==> src/rtl/lgge_pkg.sv <==
// ---------------------------------------------------------------------------
// lgge_pkg
// Types, codes and sizes shared by the life grid engine modules.
// ---------------------------------------------------------------------------
package lgge_pkg;

   localparam int ROW_BITS  = 6;
   localparam int COL_BITS  = 6;
   localparam int SIZE_BITS = 7;
   localparam int ADDR_BITS = ROW_BITS + COL_BITS;
   localparam int GRID_DEPTH = 1 << ADDR_BITS;
   localparam int LINE_DEPTH = 2 << COL_BITS;

   localparam logic [SIZE_BITS-1:0] MAX_COLS = SIZE_BITS'(1 << COL_BITS);
   localparam logic [SIZE_BITS-1:0] MAX_ROWS = SIZE_BITS'(1 << ROW_BITS);
   localparam logic [SIZE_BITS-1:0] MIN_SIZE = SIZE_BITS'(3);

   typedef logic [1:0] cell_type;
   localparam cell_type CELL_EMPTY = 2'd0;
   localparam cell_type CELL_LIVE  = 2'd1;
   localparam cell_type CELL_FIXED = 2'd2;

   typedef logic [1:0] cmd_type;
   localparam cmd_type CMD_WRITE = 2'd0;
   localparam cmd_type CMD_READ  = 2'd1;
   localparam cmd_type CMD_STEP  = 2'd2;

   localparam logic REG_GRID_WIDTH  = 1'b0;
   localparam logic REG_GRID_HEIGHT = 1'b1;

   typedef struct packed {
      cmd_type              cmd;
      logic [ROW_BITS-1:0]  row;
      logic [COL_BITS-1:0]  col;
      cell_type             cell_in;
   } req_type;

   typedef struct packed {
      cell_type cell_out;
      cmd_type  kind;
   } rsp_type;

   typedef struct packed {
      logic                 step;
      logic                 calc;
      logic [ROW_BITS-1:0]  pass;
      logic [COL_BITS-1:0]  col;
      logic                 cell_wr;
      logic                 rsp_load;
      cmd_type              rsp_kind;
   } ctrl_cmd_type;

   typedef struct packed {
      cell_type a;
      cell_type h;
      cell_type b;
   } win_col_type;

endpackage

==> src/rtl/lgge_ctrl.sv <==
// ---------------------------------------------------------------------------
// lgge_ctrl
// Size registers, command sequencing, step scan counters, result valid.
// ---------------------------------------------------------------------------
module lgge_ctrl (
   input  logic                   clock,
   input  logic                   reset,
   input  logic                   req_valid,
   output logic                   req_stall,
   input  lgge_pkg::req_type      req_data,
   output logic                   rsp_valid,
   input  logic                   rsp_stall,
   input  logic                   psel,
   input  logic                   penable,
   input  logic                   pwrite,
   input  logic [2:0]             paddr,
   input  logic [31:0]            pwdata,
   output logic [31:0]            prdata,
   output logic                   pready,
   output lgge_pkg::ctrl_cmd_type cmd
);

   typedef enum logic [4:0] {
      ST_IDLE   = 5'b00001,
      ST_READ   = 5'b00010,
      ST_STEP   = 5'b00100,
      ST_DRAIN1 = 5'b01000,
      ST_DRAIN2 = 5'b10000
   } state_type;

   state_type state_ff, state_in;

   logic [lgge_pkg::SIZE_BITS-1:0] width_ff, width_in;
   logic [lgge_pkg::SIZE_BITS-1:0] height_ff, height_in;
   logic [lgge_pkg::SIZE_BITS-1:0] w_eff, h_eff;
   logic [lgge_pkg::COL_BITS-1:0]  col_ff, col_in;
   logic [lgge_pkg::ROW_BITS-1:0]  pass_ff, pass_in;
   logic                           rsp_valid_ff, rsp_valid_in;
   logic                           out_free, accept, csr_wr, col_last, pass_last;

   assign pready = 1'b1;
   assign csr_wr = psel && penable && pwrite && pready;

   always_comb begin
      width_in  = width_ff;
      height_in = height_ff;
      if (csr_wr) begin
         if (paddr[2] == lgge_pkg::REG_GRID_WIDTH) begin
            width_in = pwdata[lgge_pkg::SIZE_BITS-1:0];
         end else begin
            height_in = pwdata[lgge_pkg::SIZE_BITS-1:0];
         end
      end
      if (paddr[2] == lgge_pkg::REG_GRID_WIDTH) begin
         prdata = 32'(width_ff);
      end else begin
         prdata = 32'(height_ff);
      end
   end

   always_comb begin
      w_eff     = (width_ff > lgge_pkg::MAX_COLS) ? lgge_pkg::MAX_COLS : width_ff;
      h_eff     = (height_ff > lgge_pkg::MAX_ROWS) ? lgge_pkg::MAX_ROWS : height_ff;
      col_last  = {1'b0, col_ff} == w_eff - lgge_pkg::SIZE_BITS'(1);
      pass_last = {1'b0, pass_ff} == h_eff - lgge_pkg::SIZE_BITS'(1);
      out_free  = !rsp_valid_ff || !rsp_stall;
      req_stall = !((state_ff == ST_IDLE) && out_free);
      accept    = req_valid && !req_stall;

      state_in     = state_ff;
      col_in       = col_ff;
      pass_in      = pass_ff;
      rsp_valid_in = rsp_valid_ff && rsp_stall;

      cmd          = '0;
      cmd.step     = (state_ff == ST_STEP);
      cmd.calc     = (pass_ff >= lgge_pkg::ROW_BITS'(2)) && (col_ff >= lgge_pkg::COL_BITS'(2));
      cmd.pass     = pass_ff;
      cmd.col      = col_ff;
      cmd.cell_wr  = accept && (req_data.cmd == lgge_pkg::CMD_WRITE);
      cmd.rsp_kind = lgge_pkg::CMD_STEP;

      case (state_ff)
         ST_IDLE: begin
            if (accept) begin
               case (req_data.cmd)
                  lgge_pkg::CMD_WRITE: begin
                     cmd.rsp_load = 1'b1;
                     cmd.rsp_kind = lgge_pkg::CMD_WRITE;
                     rsp_valid_in = 1'b1;
                  end
                  lgge_pkg::CMD_READ: begin
                     state_in = ST_READ;
                  end
                  lgge_pkg::CMD_STEP: begin
                     if (w_eff < lgge_pkg::MIN_SIZE || h_eff < lgge_pkg::MIN_SIZE) begin
                        cmd.rsp_load = 1'b1;
                        rsp_valid_in = 1'b1;
                     end else begin
                        state_in = ST_STEP;
                        col_in   = '0;
                        pass_in  = '0;
                     end
                  end
                  default: begin
                  end
               endcase
            end
         end
         ST_READ: begin
            cmd.rsp_load = 1'b1;
            cmd.rsp_kind = lgge_pkg::CMD_READ;
            rsp_valid_in = 1'b1;
            state_in     = ST_IDLE;
         end
         ST_STEP: begin
            if (col_last) begin
               col_in = '0;
               if (pass_last) begin
                  state_in = ST_DRAIN1;
               end else begin
                  pass_in = pass_ff + lgge_pkg::ROW_BITS'(1);
               end
            end else begin
               col_in = col_ff + lgge_pkg::COL_BITS'(1);
            end
         end
         ST_DRAIN1: begin
            state_in = ST_DRAIN2;
         end
         ST_DRAIN2: begin
            cmd.rsp_load = 1'b1;
            rsp_valid_in = 1'b1;
            state_in     = ST_IDLE;
         end
         default: begin
            state_in = ST_IDLE;
         end
      endcase
   end

   always_ff @(posedge clock) begin
      if (reset) begin
         state_ff     <= ST_IDLE;
         rsp_valid_ff <= 1'b0;
         width_ff     <= lgge_pkg::MAX_COLS;
         height_ff    <= lgge_pkg::MAX_ROWS;
         col_ff       <= '0;
         pass_ff      <= '0;
      end else begin
         state_ff     <= state_in;
         rsp_valid_ff <= rsp_valid_in;
         width_ff     <= width_in;
         height_ff    <= height_in;
         col_ff       <= col_in;
         pass_ff      <= pass_in;
      end
   end

   assign rsp_valid = rsp_valid_ff;

endmodule

==> config.mk <==
export PLATFORM = sky130hd
export DESIGN_NAME = lgge_ctrl
export DESIGN_NICKNAME = d
export VERILOG_FILES = /design/src/rtl/lgge_pkg.sv /design/src/rtl/lgge_ctrl.sv
export SDC_FILE = /design/constraint.sdc
export NUM_CORES = 1
export LEC_CHECK = 0
export BUFFER_PORTS_ARGS = -buffer_cell sky130_fd_sc_hd__clkbuf_2
export CORE_MARGIN = 2
export CORE_UTILIZATION = 45
export DETAILED_ROUTE_END_ITERATION = 8
export GPL_TIMING_DRIVEN = 1
export PLACE_DENSITY = 0.75
export SLEW_MARGIN = 20
export SYNTH_ARGS = -nofsm -noshare
export SYNTH_HDL_FRONTEND = slang
export SYNTH_SLANG_ARGS = --single-unit
==> constraint.sdc <==
create_clock -name clock -period 3.5 [get_ports clock]
set_input_delay 0.7 -clock clock [delete_from_list [all_inputs] [get_ports clock]]
set_output_delay 0.7 -clock clock [all_outputs]
set_load 0.02 [all_outputs]
==> parameters.txt <==
Parameter                              Value

Placed design
  HPWL after detailed placement ... 3631 µm
  Final RePlAce weighted congestion ... 0.8503
  Inst Count DP ... 385
  Number of I/O port buffers ... 43

STA
  Hold Worst Slack ... 0.5296 ns
  Tightest Pin Transition ... 0.6904 ns
  Final Hold Fails ... 0
  RSZ-0062 raised after global routing ... false
  Maximum clock rate ... 331.8 MHz
  Final setup skew ... 0.006254 ns
  Setup-failing EPs final ... 0
  Share of the cycle needed by the critical path after routing ... 86.11%
  Max Slew Vio Count ... 0
  Headroom to the max-slew limit ... 53.81%
  Sum Neg Setup Slack ... 0 ns
  Shortest clock period the worst path allows after layout ... 3.014 ns

Critical path
  Max incr delay on CP ... 0.59 ns
  Buffering stage count on the worst path with inverters included ... 1
  Arr. time, crit path ... 3.17 ns
  Ordered list of cells on the worst path ... inv_1, nand2_1, ha_1, or3b_1, a32o_1, a21oi_1, xor2_1, o211ai_2, o21ai_0, nor2_1
  CP max stage cell ... o21ai_0
  Crit path max fanout ... 18
  Kind of start point of the critical path ... register
  Category of the critical setup timing path ... register to register
  Kind of cell with the highest combined delay on the critical path ... compound AO/OA/AOI/OAI gates
  Required time of the worst setup path ... 3.66 ns
  Crit end category ... register

Die
  Die footprint ... 0.005601 mm²
  Starting utilization of the core area ... 47.19%
  Std-Cell Rows ... 25
  Floorplan Core Area ... 0.004786 mm²
  Die H ... 74.84 µm
  Horizontal die dimension ... 74.84 µm
  IO Pins ... 111

Final layout
  Total area of multi-input combinational cells ... 0.001454 mm²
  Fraction of final layout cells with drive strength greater than 1 ... 19.33%
  Area overhead of the layout relative to synthesis ... 12.74%
  Number of non-filler instances in the completed layout ... 393
  Antenna fix cells ... 0
  Number of nets in the finished design ... 389
  Sequential Area ... 640.6 µm²
  # fillers ... 475
  Post-Route Utilization ... 53.20%

Pwr
  Total power divided by cell area ... 358.9 mW/mm²
  Static leakage ... 1.113 nW
  Peak supply drop ... 0.2395 mV
  Overall Power ... 0.0009138 W

Clock network
  Number of buffers added by the clock tree synthesis step ... 5
  H-tree level count ... 2
  Gates resized, CTS repair ... 0
  Clock tree from TritonCTS ... yes
  Clock-pin slew reported for the worst setup and hold paths after clock tree synthesis ... 0.07 ns
  Post-cts hold buffer count ... 0
  Clock sinks ... 32
  Buffer levels on the longest clock path ... 2
  Worst-Skew Late Latency ... 0.29 ns
  Cell chosen for the clock root ... clkbuf_8
  Post-CTS Setup Inserts ... 0

Route
  Routed via count ... 2093
  WL final ... 4897 µm
  DRC errors left ... 0
  Ratio of routed vias to standard cells ... 5.326
  Length of the first detailed-routing pass in iterations ... 4
  Average routed wire per standard cell ... 12.46 µm
  Violation count after the first detailed-routing iteration ... 128
  Number of routed nets with antenna violations ... 0

Logic synthesis
  Fraction of synthesis flops using an asynchronous set or reset pin ... 0%
  Post-Synthesis Cells ... 285
  Number of synthesized register bits ... 32
  Number of library cell types mapped by synthesis ... 55
  Number of flops mapped to enable cells by yosys ... 0
  Total standard cell area after synthesis ... 0.002258 mm²
  Count of synthesis-stage warnings from yosys ... 0
  Post-Syn Area per Cell ... 7.924 µm²
  Post-synthesis sequential area ratio ... 28.37%
  Ys flop type ... dfxtp_1

Outcome
  Result of the run ... completed

Global routing
  Global-route wire length before repair ... 8004 µm
  Total track usage ... 18.36%
  Maximum number of pins on one net before global-route repair ... 25
  GRT Residual Overflow ... 0
  Antenna violations before repair ... 0
  Vias in the first global route ... 1741

Run
  Total of max-cap violations ... 0

Min path
  Class of the most critical hold timing path ... register to register
-- sequential cells by signal, indices dropped and copies added (netlist names) --
signal / count
pass_ff: 6
width_ff: 7
state_ff: 5
col_ff: 6
height_ff: 7
rsp_valid: 1
-- final timing paths --
| check | startpoint | to | slack [ns] | cells past startpoint |
|---|---|---|---|---|
| hold reg to reg | height_ff[5]$_SDFFE_PP0P_ | height_ff[5]$_SDFFE_PP0P_ | 0.53 | 2 |
| setup reg to reg | width_ff[6]$_SDFFE_PP1P_ | col_ff[4]$_SDFFE_PP0P_ | 0.49 | 10 |
| hold / removal | height_ff[5]$_SDFFE_PP0P_ | height_ff[5]$_SDFFE_PP0P_ | 0.53 | 2 |
| setup / recovery | width_ff[6]$_SDFFE_PP1P_ | col_ff[4]$_SDFFE_PP0P_ | 0.49 | 10 |
-- cells in the final DEF, fill, tap and decap left out, types with 6 or more instances in the layout --
master and instances:
a21oi_1 20, clkbuf_2 43, clkbuf_8 7, conb_1 26, dfxtp_1 32, ha_1 6, inv_1 7, mux2_2 6
mux2i_1 7, nand2_1 28, nand3_1 14, nand4_1 6, nor2_1 28, or4_1 6, xnor2_1 9, xor2_1 8
-- synth_stat cells (all sizes together) (2+ instances only) --
master,instances,area [µm²]
nand3b,3,22.52
nand2b,5,31.28
nor2b,3,18.77
nor2,28,105.1
or4,7,56.30
or3,2,12.51
inv,7,26.28
ha,6,75.07
a31oi,5,31.28
o21ai,5,25.02
xnor2,9,78.83
nor3,5,25.02
a21oi,20,100.1
mux2i,7,70.07
nor4b,2,17.52
dfxtp,32,640.6
conb,2,7.510
nand4,6,37.54
o41ai,2,17.52
and3,2,12.51
o31ai,5,37.54
nand3,14,70.07
a2111oi,2,17.52
buf,29,209.0
nand2,29,111.4
nor4,2,18.77
a21boi,2,15.01
o211ai,6,50.05
clkbuf,5,18.77
xor2,8,70.07
a211oi,2,15.01
mux2,6,67.56
-- stage by stage --
stage               setup WS [ns]  cell area (µm²)
finish                     0.4860             2546
global route               0.1638             2546
CTS                        0.4872             2546
detailed placement         0.5000             2420
global placement           0.5327             2420
floorplan                  0.8542             2349
-- cells by family after synthesis --
| logic type | Yosys count | synth area share (%) |
|---|---|---|
| adders and majority gates | 6 | 3.324 |
| other | 2 | 0.3325 |
| and+or+nand+nor | 117 | 27.37 |
| DFF | 32 | 28.37 |
| buffers and inverters | 41 | 11.25 |
| xor gates and xnor gates | 17 | 6.593 |
| muxes | 13 | 6.094 |
| AOI/OAI and AO/OA | 57 | 16.68 |
-- routing by layer --
metal	routed length, µm	vias up	global-route usage [%]
met5	0	-	0
met4	65	0	6.151
met3	280	6	3.882
met2	2222	60	28.56
met1	2329	972	25.35
li1	-	1055	-
-- area by class of cell --
class | instances | area share (%)
Sequential cell | 32 | 25.16
Inverter | 7 | 1.032
Multi-Input combinational cell | 236 | 57.10
Tap cell | 67 | 3.292
Clock buffer | 7 | 3.784
Clock inverter | 1 | 1.179
Timing Repair Buffer | 43 | 8.452
-- tightest hold or removal path, stage by stage (launching register included) --
cell	delay (ns)
dfxtp_1	0.36
nand2_1	0.07
a21oi_1	0.06
-- report_power, final --
part	switching [W]	leakage, nW	internal [W]
registers	0.0000138	0.259	0.000373
clock network	0.000143	0.0645	0.000251
logic	0.0000885	0.789	0.0000439
(Power assumes the default switching activity.)
